File: src/hdl/md5sh_pkg.sv
// Package with MD5 constants, types and helper functions for the stream hasher.
`timescale 1ns / 1ps
package md5sh_pkg;

    localparam int FuncWidth = 2;
    localparam logic [1:0] FUNC_APPEND = 2'd0;
    localparam logic [1:0] FUNC_APPEND_FINISH = 2'd1;
    localparam logic [1:0] FUNC_FINISH = 2'd2;
    localparam logic [1:0] FUNC_IGNORED = 2'd3;

    localparam int QueueDepth = 4;
    localparam int CountWidth = 61;

    localparam logic [31:0] INIT_A = 32'h67452301;
    localparam logic [31:0] INIT_B = 32'hEFCDAB89;
    localparam logic [31:0] INIT_C = 32'h98BADCFE;
    localparam logic [31:0] INIT_D = 32'h10325476;
    localparam logic [7:0] PAD_BYTE = 8'h80;

    // Queue entry: one classified operation for the back end.
    typedef struct packed {
        logic       has_byte;
        logic       finish;
        logic [7:0] data_byte;
    } md5sh_op_t;

    function automatic logic [31:0] round_const(input logic [5:0] i);
        logic [31:0] k;
        case (i)
            6'd0: k = 32'hd76aa478;  6'd1: k = 32'he8c7b756;
            6'd2: k = 32'h242070db;  6'd3: k = 32'hc1bdceee;
            6'd4: k = 32'hf57c0faf;  6'd5: k = 32'h4787c62a;
            6'd6: k = 32'ha8304613;  6'd7: k = 32'hfd469501;
            6'd8: k = 32'h698098d8;  6'd9: k = 32'h8b44f7af;
            6'd10: k = 32'hffff5bb1; 6'd11: k = 32'h895cd7be;
            6'd12: k = 32'h6b901122; 6'd13: k = 32'hfd987193;
            6'd14: k = 32'ha679438e; 6'd15: k = 32'h49b40821;
            6'd16: k = 32'hf61e2562; 6'd17: k = 32'hc040b340;
            6'd18: k = 32'h265e5a51; 6'd19: k = 32'he9b6c7aa;
            6'd20: k = 32'hd62f105d; 6'd21: k = 32'h02441453;
            6'd22: k = 32'hd8a1e681; 6'd23: k = 32'he7d3fbc8;
            6'd24: k = 32'h21e1cde6; 6'd25: k = 32'hc33707d6;
            6'd26: k = 32'hf4d50d87; 6'd27: k = 32'h455a14ed;
            6'd28: k = 32'ha9e3e905; 6'd29: k = 32'hfcefa3f8;
            6'd30: k = 32'h676f02d9; 6'd31: k = 32'h8d2a4c8a;
            6'd32: k = 32'hfffa3942; 6'd33: k = 32'h8771f681;
            6'd34: k = 32'h6d9d6122; 6'd35: k = 32'hfde5380c;
            6'd36: k = 32'ha4beea44; 6'd37: k = 32'h4bdecfa9;
            6'd38: k = 32'hf6bb4b60; 6'd39: k = 32'hbebfbc70;
            6'd40: k = 32'h289b7ec6; 6'd41: k = 32'heaa127fa;
            6'd42: k = 32'hd4ef3085; 6'd43: k = 32'h04881d05;
            6'd44: k = 32'hd9d4d039; 6'd45: k = 32'he6db99e5;
            6'd46: k = 32'h1fa27cf8; 6'd47: k = 32'hc4ac5665;
            6'd48: k = 32'hf4292244; 6'd49: k = 32'h432aff97;
            6'd50: k = 32'hab9423a7; 6'd51: k = 32'hfc93a039;
            6'd52: k = 32'h655b59c3; 6'd53: k = 32'h8f0ccc92;
            6'd54: k = 32'hffeff47d; 6'd55: k = 32'h85845dd1;
            6'd56: k = 32'h6fa87e4f; 6'd57: k = 32'hfe2ce6e0;
            6'd58: k = 32'ha3014314; 6'd59: k = 32'h4e0811a1;
            6'd60: k = 32'hf7537e82; 6'd61: k = 32'hbd3af235;
            6'd62: k = 32'h2ad7d2bb; 6'd63: k = 32'heb86d391;
            default: k = 32'h0;
        endcase
        return k;
    endfunction

    function automatic logic [4:0] rot_amount(input logic [5:0] i);
        logic [4:0] s;
        case ({i[5:4], i[1:0]})
            4'd0: s = 5'd7;   4'd1: s = 5'd12;  4'd2: s = 5'd17;  4'd3: s = 5'd22;
            4'd4: s = 5'd5;   4'd5: s = 5'd9;   4'd6: s = 5'd14;  4'd7: s = 5'd20;
            4'd8: s = 5'd4;   4'd9: s = 5'd11;  4'd10: s = 5'd16; 4'd11: s = 5'd23;
            4'd12: s = 5'd6;  4'd13: s = 5'd10; 4'd14: s = 5'd15; 4'd15: s = 5'd21;
            default: s = 5'd0;
        endcase
        return s;
    endfunction

    // Message word index used by round i.
    function automatic logic [3:0] word_index(input logic [5:0] i);
        logic [3:0] g;
        case (i[5:4])
            2'd0: g = i[3:0];
            2'd1: g = 4'(5 * i[3:0] + 1);
            2'd2: g = 4'(3 * i[3:0] + 5);
            2'd3: g = 4'(7 * i[3:0]);
            default: g = 4'd0;
        endcase
        return g;
    endfunction

    function automatic logic [31:0] byte_swap(input logic [31:0] w);
        return {w[7:0], w[15:8], w[23:16], w[31:24]};
    endfunction

endpackage

File: src/hdl/md5_stream_hasher.sv
// Top level of the streaming MD5 hasher: front queue and back compression engine.
//
// Channel  Dir  Transaction  Payload
// s_axis   in   one op       tuser = func, tdata = data_byte
// m_axis   out  one digest   tdata = {digest_low, digest_high}
//
// Appending the 64th byte of a block starts a compression: a fetch state, 64
// rounds and a chaining add. A finish pads the block and writes the length, runs
// one compression, or two with zero fill and length between them when the marker
// byte lands at position 56 or later, and then presents the digest. Reset returns
// the chaining words to the initial values. A digest waiting at the output holds
// the back end once the next digest is ready; the four-entry queue keeps accepting
// input transactions until it fills.
`timescale 1ns / 1ps
module md5_stream_hasher
    import md5sh_pkg::*;
#(
    parameter int Depth = QueueDepth
) (
    input  logic         clk,
    input  logic         rst_n,
    input  logic         s_axis_tvalid,
    output logic         s_axis_tready,
    input  logic [7:0]   s_axis_tdata,   // [7:0] data_byte
    input  logic [1:0]   s_axis_tuser,   // [1:0] func
    output logic         m_axis_tvalid,
    input  logic         m_axis_tready,
    output logic [127:0] m_axis_tdata    // [63:0] digest_high, [127:64] digest_low
);

    logic        op_valid, op_ready;
    md5sh_op_t   op;
    logic [63:0] digest_high, digest_low;

    md5sh_front #(.Depth(Depth)) u_front (
        .clk       (clk),
        .rst_n     (rst_n),
        .in_valid  (s_axis_tvalid),
        .in_ready  (s_axis_tready),
        .func      (s_axis_tuser),
        .data_byte (s_axis_tdata),
        .op_valid  (op_valid),
        .op_ready  (op_ready),
        .op        (op)
    );

    md5sh_back u_back (
        .clk         (clk),
        .rst_n       (rst_n),
        .op_valid    (op_valid),
        .op_ready    (op_ready),
        .op          (op),
        .out_valid   (m_axis_tvalid),
        .out_ready   (m_axis_tready),
        .digest_high (digest_high),
        .digest_low  (digest_low)
    );

    assign m_axis_tdata = {digest_low, digest_high};

endmodule

File: src/hdl/md5sh_ram.sv
// Generic single-port-write, single-port-read RAM with registered read data.
`timescale 1ns / 1ps
module md5sh_ram #(
    parameter int Width = 32,
    parameter int Depth = 16
) (
    input  logic                     clk,
    input  logic                     wr_en,
    input  logic [$clog2(Depth)-1:0] wr_addr,
    input  logic [Width-1:0]         wr_data,
    input  logic [$clog2(Depth)-1:0] rd_addr,
    output logic [Width-1:0]         rd_data
);

    logic [Width-1:0] mem [Depth];

    always_ff @(posedge clk)
    begin
        if (wr_en)
        begin
            mem[wr_addr] <= wr_data;
        end
        rd_data <= mem[rd_addr];
    end

endmodule

File: src/hdl/md5sh_front.sv
// Front end: accepts stream transactions, classifies them and queues operations.
`timescale 1ns / 1ps
module md5sh_front
    import md5sh_pkg::*;
#(
    parameter int Depth = QueueDepth
) (
    input  logic       clk,
    input  logic       rst_n,
    input  logic       in_valid,
    output logic       in_ready,
    input  logic [1:0] func,
    input  logic [7:0] data_byte,
    output logic       op_valid,
    input  logic       op_ready,
    output md5sh_op_t  op
);

    localparam int PtrWidth = $clog2(Depth);

    md5sh_op_t             queue_reg [Depth];
    logic [PtrWidth-1:0]   wr_ptr_reg, rd_ptr_reg;
    logic [PtrWidth:0]     count_reg;
    logic                  push, pop;
    md5sh_op_t             entry;

    assign in_ready = (count_reg != (PtrWidth + 1)'(Depth));
    // An unused selector is accepted and dropped here.
    assign push = in_valid && in_ready && (func != FUNC_IGNORED);
    assign op_valid = (count_reg != '0);
    assign pop = op_valid && op_ready;
    assign op = queue_reg[rd_ptr_reg];

    always_comb
    begin
        entry.has_byte = (func == FUNC_APPEND) || (func == FUNC_APPEND_FINISH);
        entry.finish = (func == FUNC_APPEND_FINISH) || (func == FUNC_FINISH);
        entry.data_byte = data_byte;
    end

    always_ff @(posedge clk)
    begin
        if (push)
        begin
            queue_reg[wr_ptr_reg] <= entry;
        end
    end

    always_ff @(posedge clk or negedge rst_n)
    begin
        if (!rst_n)
        begin
            wr_ptr_reg <= '0;
            rd_ptr_reg <= '0;
            count_reg <= '0;
        end
        else
        begin
            if (push)
            begin
                wr_ptr_reg <= (wr_ptr_reg == PtrWidth'(Depth - 1)) ? '0 : wr_ptr_reg + 1'b1;
            end
            if (pop)
            begin
                rd_ptr_reg <= (rd_ptr_reg == PtrWidth'(Depth - 1)) ? '0 : rd_ptr_reg + 1'b1;
            end
            count_reg <= count_reg + (PtrWidth + 1)'(push) - (PtrWidth + 1)'(pop);
        end
    end

endmodule

File: src/hdl/md5sh_back.sv
// Back end: block assembly, padding and the iterative MD5 compression rounds.
`timescale 1ns / 1ps
module md5sh_back
    import md5sh_pkg::*;
(
    input  logic        clk,
    input  logic        rst_n,
    input  logic        op_valid,
    output logic        op_ready,
    input  md5sh_op_t   op,
    output logic        out_valid,
    input  logic        out_ready,
    output logic [63:0] digest_high,
    output logic [63:0] digest_low
);

    typedef enum logic [6:0] {
        ST_IDLE   = 7'b0000001,
        ST_PAD    = 7'b0000010,
        ST_LEN    = 7'b0000100,
        ST_ROUND  = 7'b0001000,
        ST_ADD    = 7'b0010000,
        ST_OUT    = 7'b0100000,
        ST_FETCH  = 7'b1000000
    } state_t;

    state_t                state_reg, state_next;
    logic [CountWidth-1:0] count_reg;
    logic [1:0]            lane_reg;      // byte lane within the word being built
    logic [23:0]           partial_reg;   // low bytes of the current word
    logic [3:0]            pad_word_reg;
    logic                  finishing_reg, second_reg;
    logic                  data_block_reg; // compression of a block filled by data
    logic [5:0]            round_reg;
    logic [31:0]           a_reg, b_reg, c_reg, d_reg;
    logic [31:0]           h0_reg, h1_reg, h2_reg, h3_reg;
    logic [63:0]           dhigh_reg, dlow_reg;
    logic                  out_valid_reg;

    logic        ram_we;
    logic [3:0]  ram_waddr, ram_raddr;
    logic [31:0] ram_wdata, ram_rdata;

    md5sh_ram #(.Width(32), .Depth(16)) u_words (
        .clk     (clk),
        .wr_en   (ram_we),
        .wr_addr (ram_waddr),
        .wr_data (ram_wdata),
        .rd_addr (ram_raddr),
        .rd_data (ram_rdata)
    );

    logic [63:0] bit_len;
    logic [5:0]  pos;
    logic [31:0] f_val, sum, rot;
    logic [4:0]  sh;
    logic        take_byte;

    assign bit_len = {count_reg, 3'b000};
    assign pos = count_reg[5:0];
    assign op_ready = (state_reg == ST_IDLE);
    assign take_byte = op_valid && op_ready && op.has_byte;
    assign out_valid = out_valid_reg;
    assign digest_high = dhigh_reg;
    assign digest_low = dlow_reg;

    // Read address runs one round ahead so data arrives with its round.
    assign ram_raddr = (state_reg == ST_FETCH) ? word_index(6'd0)
                     : word_index(round_reg + 6'd1);

    always_comb
    begin
        case (round_reg[5:4])
            2'd0: f_val = (b_reg & c_reg) | (~b_reg & d_reg);
            2'd1: f_val = (b_reg & d_reg) | (c_reg & ~d_reg);
            2'd2: f_val = b_reg ^ c_reg ^ d_reg;
            2'd3: f_val = c_reg ^ (b_reg | ~d_reg);
            default: f_val = '0;
        endcase
        sum = a_reg + f_val + round_const(round_reg) + ram_rdata;
        sh = rot_amount(round_reg);
        rot = (sum << sh) | (sum >> (6'd32 - {1'b0, sh}));
    end

    always_comb
    begin
        ram_we = 1'b0;
        ram_waddr = pos[5:2];
        ram_wdata = {op.data_byte, partial_reg};
        case (state_reg)
            ST_IDLE:
            begin
                if (take_byte && (lane_reg == 2'd3))
                begin
                    ram_we = 1'b1;
                end
            end
            ST_PAD:
            begin
                ram_we = 1'b1;
                ram_waddr = pad_word_reg;
                ram_wdata = '0;
                if (pad_word_reg == pos[5:2] && !second_reg)
                begin
                    // Word holding the marker byte keeps the bytes below it.
                    case (pos[1:0])
                        2'd0: ram_wdata = {24'h0, PAD_BYTE};
                        2'd1: ram_wdata = {16'h0, PAD_BYTE, partial_reg[7:0]};
                        2'd2: ram_wdata = {8'h0, PAD_BYTE, partial_reg[15:0]};
                        2'd3: ram_wdata = {PAD_BYTE, partial_reg};
                        default: ram_wdata = '0;
                    endcase
                end
            end
            ST_LEN:
            begin
                ram_we = 1'b1;
                ram_waddr = pad_word_reg;
                ram_wdata = pad_word_reg[0] ? bit_len[63:32] : bit_len[31:0];
            end
            default: ram_we = 1'b0;
        endcase
    end

    always_comb
    begin
        state_next = state_reg;
        case (state_reg)
            ST_IDLE:
            begin
                if (op_valid)
                begin
                    if (op.has_byte && pos == 6'd63)
                    begin
                        state_next = ST_FETCH;
                    end
                    else if (op.finish)
                    begin
                        state_next = ST_PAD;
                    end
                end
            end
            ST_PAD:
            begin
                if (pad_word_reg == 4'd15)
                begin
                    state_next = (!second_reg && pos >= 6'd56) ? ST_FETCH : ST_LEN;
                end
            end
            ST_LEN:
            begin
                if (pad_word_reg == 4'd15)
                begin
                    state_next = ST_FETCH;
                end
            end
            ST_FETCH: state_next = ST_ROUND;
            ST_ROUND:
            begin
                if (round_reg == 6'd63)
                begin
                    state_next = ST_ADD;
                end
            end
            ST_ADD:
            begin
                if (data_block_reg)
                begin
                    // The byte that filled the block may also finish the message.
                    state_next = finishing_reg ? ST_PAD : ST_IDLE;
                end
                else if (finishing_reg && (second_reg || pos < 6'd56))
                begin
                    state_next = ST_OUT;
                end
                else if (finishing_reg)
                begin
                    state_next = ST_PAD;
                end
                else
                begin
                    state_next = ST_IDLE;
                end
            end
            ST_OUT:
            begin
                if (!out_valid_reg)
                begin
                    state_next = ST_IDLE;
                end
            end
            default: state_next = ST_IDLE;
        endcase
    end

    always_ff @(posedge clk)
    begin
        if (state_reg == ST_FETCH)
        begin
            a_reg <= h0_reg;
            b_reg <= h1_reg;
            c_reg <= h2_reg;
            d_reg <= h3_reg;
        end
        else if (state_reg == ST_ROUND)
        begin
            a_reg <= d_reg;
            d_reg <= c_reg;
            c_reg <= b_reg;
            b_reg <= b_reg + rot;
        end
        if (take_byte)
        begin
            case (lane_reg)
                2'd0: partial_reg[7:0] <= op.data_byte;
                2'd1: partial_reg[15:8] <= op.data_byte;
                2'd2: partial_reg[23:16] <= op.data_byte;
                default: partial_reg <= partial_reg;
            endcase
        end
        if (state_reg == ST_OUT && !out_valid_reg)
        begin
            dhigh_reg <= {byte_swap(h0_reg), byte_swap(h1_reg)};
            dlow_reg <= {byte_swap(h2_reg), byte_swap(h3_reg)};
        end
    end

    always_ff @(posedge clk or negedge rst_n)
    begin
        if (!rst_n)
        begin
            state_reg <= ST_IDLE;
            count_reg <= '0;
            lane_reg <= '0;
            pad_word_reg <= '0;
            finishing_reg <= 1'b0;
            second_reg <= 1'b0;
            data_block_reg <= 1'b0;
            round_reg <= '0;
            h0_reg <= INIT_A;
            h1_reg <= INIT_B;
            h2_reg <= INIT_C;
            h3_reg <= INIT_D;
            out_valid_reg <= 1'b0;
        end
        else
        begin
            state_reg <= state_next;
            if (out_valid_reg && out_ready)
            begin
                out_valid_reg <= 1'b0;
            end
            case (state_reg)
                ST_IDLE:
                begin
                    if (take_byte)
                    begin
                        count_reg <= count_reg + 1'b1;
                        lane_reg <= lane_reg + 1'b1;
                    end
                    if (op_valid)
                    begin
                        finishing_reg <= op.finish;
                        data_block_reg <= op.has_byte && pos == 6'd63;
                        second_reg <= 1'b0;
                        pad_word_reg <= take_byte ? 4'((pos + 6'd1) >> 2) : pos[5:2];
                    end
                end
                ST_PAD:
                begin
                    if (pad_word_reg != 4'd15)
                    begin
                        pad_word_reg <= pad_word_reg + 1'b1;
                    end
                    else if (!second_reg && pos >= 6'd56)
                    begin
                        pad_word_reg <= 4'd0;
                    end
                    else
                    begin
                        pad_word_reg <= 4'd14;
                    end
                end
                ST_LEN:
                begin
                    pad_word_reg <= pad_word_reg + 1'b1;
                end
                ST_FETCH: round_reg <= 6'd0;
                ST_ROUND: round_reg <= round_reg + 1'b1;
                ST_ADD:
                begin
                    h0_reg <= h0_reg + a_reg;
                    h1_reg <= h1_reg + b_reg;
                    h2_reg <= h2_reg + c_reg;
                    h3_reg <= h3_reg + d_reg;
                    data_block_reg <= 1'b0;
                    if (data_block_reg)
                    begin
                        // A finish after a full block pads a fresh block from byte 0.
                        second_reg <= 1'b0;
                        pad_word_reg <= 4'd0;
                    end
                    else if (finishing_reg && !(second_reg || pos < 6'd56))
                    begin
                        second_reg <= 1'b1;
                        pad_word_reg <= 4'd0;
                    end
                end
                ST_OUT:
                begin
                    if (!out_valid_reg)
                    begin
                        out_valid_reg <= 1'b1;
                        h0_reg <= INIT_A;
                        h1_reg <= INIT_B;
                        h2_reg <= INIT_C;
                        h3_reg <= INIT_D;
                        count_reg <= '0;
                        lane_reg <= '0;
                        finishing_reg <= 1'b0;
                        second_reg <= 1'b0;
                    end
                end
                default: round_reg <= round_reg;
            endcase
        end
    end

endmodule

File: config.mk
export PLATFORM = sky130hd
export DESIGN_NAME = md5_stream_hasher
export DESIGN_NICKNAME = d
export VERILOG_FILES = /design/src/hdl/md5sh_pkg.sv /design/src/hdl/md5_stream_hasher.sv /design/src/hdl/md5sh_ram.sv /design/src/hdl/md5sh_front.sv /design/src/hdl/md5sh_back.sv
export SDC_FILE = /design/constraint.sdc
export NUM_CORES = 2
export LEC_CHECK = 0
export BUFFER_PORTS_ARGS = -buffer_cell sky130_fd_sc_hd__clkbuf_2
export CELL_PAD_IN_SITES_DETAIL_PLACEMENT = 1
export CELL_PAD_IN_SITES_GLOBAL_PLACEMENT = 1
export CORE_MARGIN = 2
export CORE_UTILIZATION = 46
export DETAILED_ROUTE_END_ITERATION = 8
export PLACE_DENSITY = 0.83
export SYNTH_ARGS = -nofsm -noshare
export SYNTH_HDL_FRONTEND = slang
export SYNTH_SLANG_ARGS = --single-unit
File: constraint.sdc
create_clock -name clk -period 9.1 [get_ports clk]
set_clock_uncertainty 0.15 [all_clocks]
set_input_delay 1.365 -clock clk [delete_from_list [all_inputs] [get_ports clk]]
set_output_delay 1.365 -clock clk [all_outputs]
set_load 0.01 [all_outputs]
# Word level (Yosys, flattened, before mapping)
# Memory sizes are Yosys's and may differ from the RTL's. A register that Yosys moved wholly into a read port is not among the register bits.
# Index checks and enable logic that the tools add are counted.
[word_totals] ff_bits=499 mem_bits_rw=552 mem_bits_ro=2128 in_bits=14 output_inout_bits=130 word_cells=218 mem_count=4
[mem_list] name="(name not given)" depth=64 word_bits=32 rd=1 rd_clocked_by_memory_dff=0 wr=0 line_no="md5sh_pkg.sv:29" text="case (i)"
[mem_list] name="u_back.u_words.mem" depth=16 word_bits=32 rd=1 rd_clocked_by_memory_dff=1 wr=1 line_no="md5sh_ram.sv:15" text="logic [Width-1:0] mem [Depth];"
[mem_list] name="(name not given)" depth=16 word_bits=5 rd=1 rd_clocked_by_memory_dff=0 wr=0 line_no="md5sh_pkg.sv:69" text="case ({i[5:4], i[1:0]})"
[mem_list] name="u_front.queue_reg" depth=4 word_bits=10 rd=1 rd_clocked_by_memory_dff=0 wr=1 line_no="md5sh_front.sv:21" text="md5sh_op_t queue_reg [Depth];"
[op_classes] n_addsub=20 mul=3 n_lt_le_gt_ge=2 eq_ne=38 shift=2 mux=70 bitwise_logic=13 reduce_logical=41
[ops] operator="two-way mux 32 bit" n=14
[ops] operator="one-hot mux 32 bit (2 select lines)" n=5
[ops] operator="adder 32 bit" n=8
[ops] operator="one-hot mux 32 bit (4 select lines)" n=2
[ops] operator="AND 32 bit" n=4
[ops] operator="bitwise OR 32 bit" n=4
[ops] operator="two-way mux 61 bit" n=2
[ops] operator="one-hot mux 61 bit (2 select lines)" n=1
[ops] operator="XOR 32 bit" n=3
[ops] operator="two-way mux 7 bit" n=10
[ops] operator="inverter 32 bit" n=2
[ops] operator="adder 61 x 1 -> 61 bit, second input constant" n=1
[ops] operator="one-hot mux 7 bit (7 select lines)" n=1
[ops] operator="two-way mux 4 bit" n=8
[ops] operator="one-hot mux 4 bit (4 select lines)" n=2
[ops] operator="<< shifter 32 x 5 -> 32 bit" n=1
[ops] operator="right shift 32 x 6 -> 32 bit" n=1
[ops] operator="equality test 2 bit, second input constant" n=11
[ops] operator="two-way mux 1 bit" n=14
[ops] operator="adder 6 x 1 -> 6 bit, second input constant" n=2
[ops] operator="equality test 6 bit, second input constant" n=2
[ops] operator="logical AND 1 bit" n=12
[ops] operator="one-hot mux 6 bit (2 select lines)" n=1
[ops] operator="equality test 2 x 1 -> 1 bit, second input constant" n=5
[ops] operator="other kinds (39)" n=73

# Logic depth before layout (Yosys ltp)
[depth] depth_word=12 depth_mapped=44 depth_no_buf=40

# By module
# From an unflattened synthesis, not the netlist that was laid out.
[unflattened] hier_cells=5537 hier_area_um2=60750.8
[modules_own_cells] module="md5sh_back" n_inst=1 cells_per_inst=4601 area_per_inst_um2=38927.3 seq_area_each_um2=13794.5
[modules_own_cells] module="md5sh_ram" n_inst=1 cells_per_inst=838 area_per_inst_um2=19854.0 seq_area_each_um2=16015.4
[modules_own_cells] module="md5sh_front" n_inst=1 cells_per_inst=98 area_per_inst_um2=1969.4 seq_area_each_um2=1376.3

# Worst setup path before layout
# OpenSTA, ideal clock, no wires.
[synth_timing] path_type="register -> register" from="reg u_back.round_reg[0]" to="reg u_back.b_reg[30] (data pin)" setup_ns=0.267 arrival_ns=9.443 t_required_ns=8.683 path_slack_ns=-0.760 stages_incl_launch_ff=44 path_buffers=4 period_less_slack_ns=9.860 cell_sequence="dfrtp_1 clkbuf_1 inv_1 clkbuf_1 ha_1 buf_2 clkbuf_1 nor2_1 nor3_1 a311oi_1 a311oi_1 a211oi_1 fa_1 inv_1 fa_1 inv_1 ha_1 fa_1 (+8 left out) mux2i_1 o21a_1 mux2_2 o22ai_1 ha_1 fa_1 a21o_1 a21oi_1 o21ai_0 a21boi_0 o21ai_1 a311oi_1 o21ai_1 o31ai_1 nand2_1 a31oi_1 xor2_1 o21ai_0"
[synth_via] elab_chain_cells=8 elab_cells_between_ends=11 classes_between="add/sub (4); shift (2); mux (2); bitwise (1); memory (2)"
[synth_rtl] element="from (decl)" line_no="md5sh_back.sv:34" text="logic [5:0] round_reg;"
[synth_rtl] element="from (signal assigned)" line_no="md5sh_back.sv:289" text="ST_ROUND: round_reg <= round_reg + 1'b1;"
[synth_rtl] element="from (signal assigned)" line_no="md5sh_back.sv:324" text="default: round_reg <= round_reg;"
[synth_rtl] element="memory read (64 x 32 bit)"
[synth_rtl] element="adder 32 bit (2 in series)" line_no="md5sh_back.sv:80" text="sum = a_reg + f_val + round_const(round_reg) + ram_rdata;"
[synth_rtl] element="right shift 32 x 6 -> 32 bit / << shifter 32 x 5 -> 32 bit (equally long branches)" line_no="md5sh_back.sv:82" text="rot = (sum << sh) | (sum >> (6'd32 - {1'b0, sh}));"
[synth_rtl] element="bitwise OR 32 bit (*)" line_no="md5sh_back.sv:82"
[synth_rtl] element="adder 32 bit (*)" line_no="md5sh_back.sv:210" text="b_reg <= b_reg + rot;"
[synth_rtl] element="two-way mux 32 bit (*)" line_no="md5sh_back.sv:205" text="else if (state_reg == ST_ROUND)"
[synth_rtl] element="two-way mux 32 bit (*)" line_no="md5sh_back.sv:198" text="if (state_reg == ST_FETCH)"
[synth_rtl] element="to (signal assigned)" line_no="md5sh_back.sv:201" text="b_reg <= h1_reg;"
[synth_rtl] element="to (signal assigned)" line_no="md5sh_back.sv:210"
[synth_rtl] element="to (decl)" line_no="md5sh_back.sv:35" text="logic [31:0] a_reg, b_reg, c_reg, d_reg;"
# Every way passes the cells marked *; elsewhere a longest branch is shown, timed or not. The select of a mux whose other input is x is not followed.
# A chain may end at the register's enable or synchronous reset.

# Worst setup path in the final report
[layout_timing] from="reg u_back.round_reg[0]" to="reg u_back.b_reg[31] (data pin)"
# Same word-level chain as after synthesis.

==> out/metrics.cfg <==
[clocking]
cts_tree=yes
htree_levels=3
clockRootBuffer=clkbuf_16
clock_latency_ps=790
ctsHoldBuffers=0
clockBufferDepth=3
cts.sinks=1083
clkSlewWorstSetupHoldPaths_ps=70
cts_buffers=111

[detailed_routing]
viasPerCell=6.34
post_drt_wl_per_cell_um=28.7
vias=53400
routed_wl_mm=242
postRouteAntennaNets=0
drtIter0Drc=5059
first_pass_iters=7
drc=0

[cells_and_area]
seq_area_mm2=0.0312
layout-drive-gt1-share_pct=19.7
fin_util_pct=55.0
top_register=u_back.u_words.mem
fillers=14400
area_growth_pct=18.9
mostFrequentLayoutCells=942 x nand2_1, 832 x edfxtp_1, 559 x buf_4, 407 x a21oi_1, 401 x o21ai_0
largest_register_ffs=512
final_common_cell=nand2_1
layout.nets=6886
multiInputGateArea_mm2=0.0296

[worst_hold_path]
holdCritPathClass=in2async

[sta]
setup_violations=0
drv_slew=0
fmax_mhz=111
setup_slack_ps=125
whs_ps=325
fin_crit_sh_pct=98.6
slew_headroom_pct=24.3
fin_crit_ps=8980
final_hold_viol_count=0
rsz0062_at_grt=yes
worst_slew_pin_slew_ps=1140

[job]
cap_violations=0

[yosys]
postSynthNetCount=6389
async_reset_ff_share_pct=20.2
synth-seq-cells=1083
netlist_instances=6073
synth_area_per_cell_um2=10.1
yosysUniqueCellTypes=103
synth_area_mm2=0.0616
synth-seq-area-share_pct=50.7
synth_edf_count=832
ys.flop_type=edfxtp_1
ys_warn_count=0

[place]
io_buffers=143
place_ws_ps=-368
dp_hpwl_mm=163
routabilityCongestion=0.974

[run_status]
status=complete, no violations

[worst_setup_path]
worst-path-max-fanout=6
crit_type=reg2reg
worst-r2r-setup-slack_ps=120
r2r_start=u_back.round_reg[0]
worstSetupEndpointType=flip-flop
r2r_end=u_back.b_reg[31]
crit_arrival_ps=9390
critPathSlowestCell=fa_1
r2r_cells=41
cp_slowest_stage_delay_ps=560
cp.required_ps=9510
critPathLaunchType=flip-flop
crit_top_cell=buf_4
crit_start=u_back.round_reg[0]
critPathCapture=u_back.b_reg[31]

[global_route]
grt_usage_pct=34.5
grt_max_degree=203
antenna_found_initial=13
grt_pass1_wl_mm=355
grt_pass1_vias=55500
grt_overflow=0

[floorplanning]
core_mm2=0.133
start_util_pct=46.2
ioPinCount=144
std_cell_rows=134
die_y_um=370
dieArea_mm2=0.137
die_w_um=370

[power]
p_per_area_mw_per_mm2=368
p_int_w=0.0159
seqPwrFrac_pct=24.6
power.share.clock_pct=18.2
p_comb_share_pct=57.2
swShare_pct=40.8
peakVddDrop_v=0.000318
p_leak_nw=28.5
power_w=0.0269
p_sw_w=0.0110

==> area by class of cell <==
class                           count  share of cell area, %
Clock buffer                      140                   4.09
Multi-Input combinational cell   4407                   40.5
Sequential cell                  1083                   42.6
Tap cell                         1768                   3.02
Antenna cell                        1                0.00342
Inverter                          238                   1.24
Timing Repair Buffer              729                   7.33
Clock inverter                     71                   1.21
==> cell usage after synthesis, drive strengths merged, types with 9 or more instances <==
library cell,number,area [um^2]
o221ai,12,105
mux2i,113,1140
a311oi,85,744
ha,233,2920
dfxtp,32,641
buf,66,275
a221oi,12,146
o21a,29,218
nand2,957,3590
mux4,18,405
dfrtp,154,3850
and3,47,294
o31ai,26,200
inv,237,892
a211oi,224,1710
o21ai,463,2320
nand3,123,616
nand2b,32,200
xnor2,138,1210
nand4,17,106
a211o,10,87.6
nor3,88,462
and2,159,995
clkbuf,279,1050
a21o,66,495
and4,9,78.8
mux2,25,282
nor2,374,1400
dfstp,65,1710
a21boi,14,105
a31oi,154,970
fa,69,1380
o22ai,20,125
or2,14,87.6
o211ai,43,328
nor4,11,75.1
o21bai,22,165
a21oi,443,2250
a22oi,9,67.6
or3,33,211
a221o,11,110
edfxtp,832,25000
xor2,124,1090
nor2b,78,488
==> repair_timing <==
action / in CTS / in global routing
buffers inserted: 7 / 31
setup endpoints to repair: 7 / 13
gates resized for setup: 92 / 199
pin swaps: 34 / 94
==> power by group through the flow <==
| stage | Clock [W] | Sequential (W) | Combinational (W) |
|---|---|---|---|
| finish | 0.00490 | 0.00662 | 0.0154 |
| global route | 0.00507 | 0.00663 | 0.0164 |
| CTS | 0.00491 | 0.00660 | 0.0139 |
| detailed placement | 0 | 0.00669 | 0.0133 |
| global placement | 0 | 0.00666 | 0.0128 |
| floorplan | 0 | 0.00651 | 0.00736 |
==> layer usage <==
layer  up-vias  share of wire (%)  GRT usage, %
met5         -              0.019             0
met4         6                7.4          22.0
met3       805                6.5          5.14
met2      2445                 49          58.3
met1     27100                 37          41.2
li1      23100                  -             -
==> critical path: cells and delay by family (launching register included) <==
family	cells	cell delay [ps]
multiplexers	2	450
XOR/XNOR	1	250
AND/OR/NAND/NOR	4	600
adder cells (fa/ha/maj)	6	1980
buffers and inverters	8	1070
AO/OA/AOI/OAI	20	3790
flip-flops	1	440
==> kinds of logic after synthesis <==
group                      share of synthesized area, %
muxes                                              2.97
buffers and inverters                              3.60
DFF                                                50.7
and+or+nand+nor                                    14.3
AOI/OAI and AO/OA                                  17.7
xor gates and xnor gates                           3.76
adders and majority gates                          6.98
==> metrics by stage <==
stage	area [um^2]	TNS (ps)	std cells
2_1_floorplan	61600	-6.23	6073
3_3_place_gp	67700	-151	8186
3_5_place_dp	67700	-868	8186
4_1_cts	72000	0	8404
5_1_grt	73200	-708	8436
6_report	73200	0	8437
==> worst min path at each step <==
stage                            end  depth (start not counted)  slack, ps
2_1_floorplan   u_front.count_reg[2]                          1        310
3_3_place_gp    u_front.count_reg[2]                          1        330
3_5_place_dp   u_back.digest_low[48]                          0        350
4_1_cts          u_back.round_reg[1]                          1        320
5_1_grt          u_back.round_reg[0]                          1        340
6_report         u_back.round_reg[1]                          1        330
Note: power is estimated with default switching activity, not from simulation.
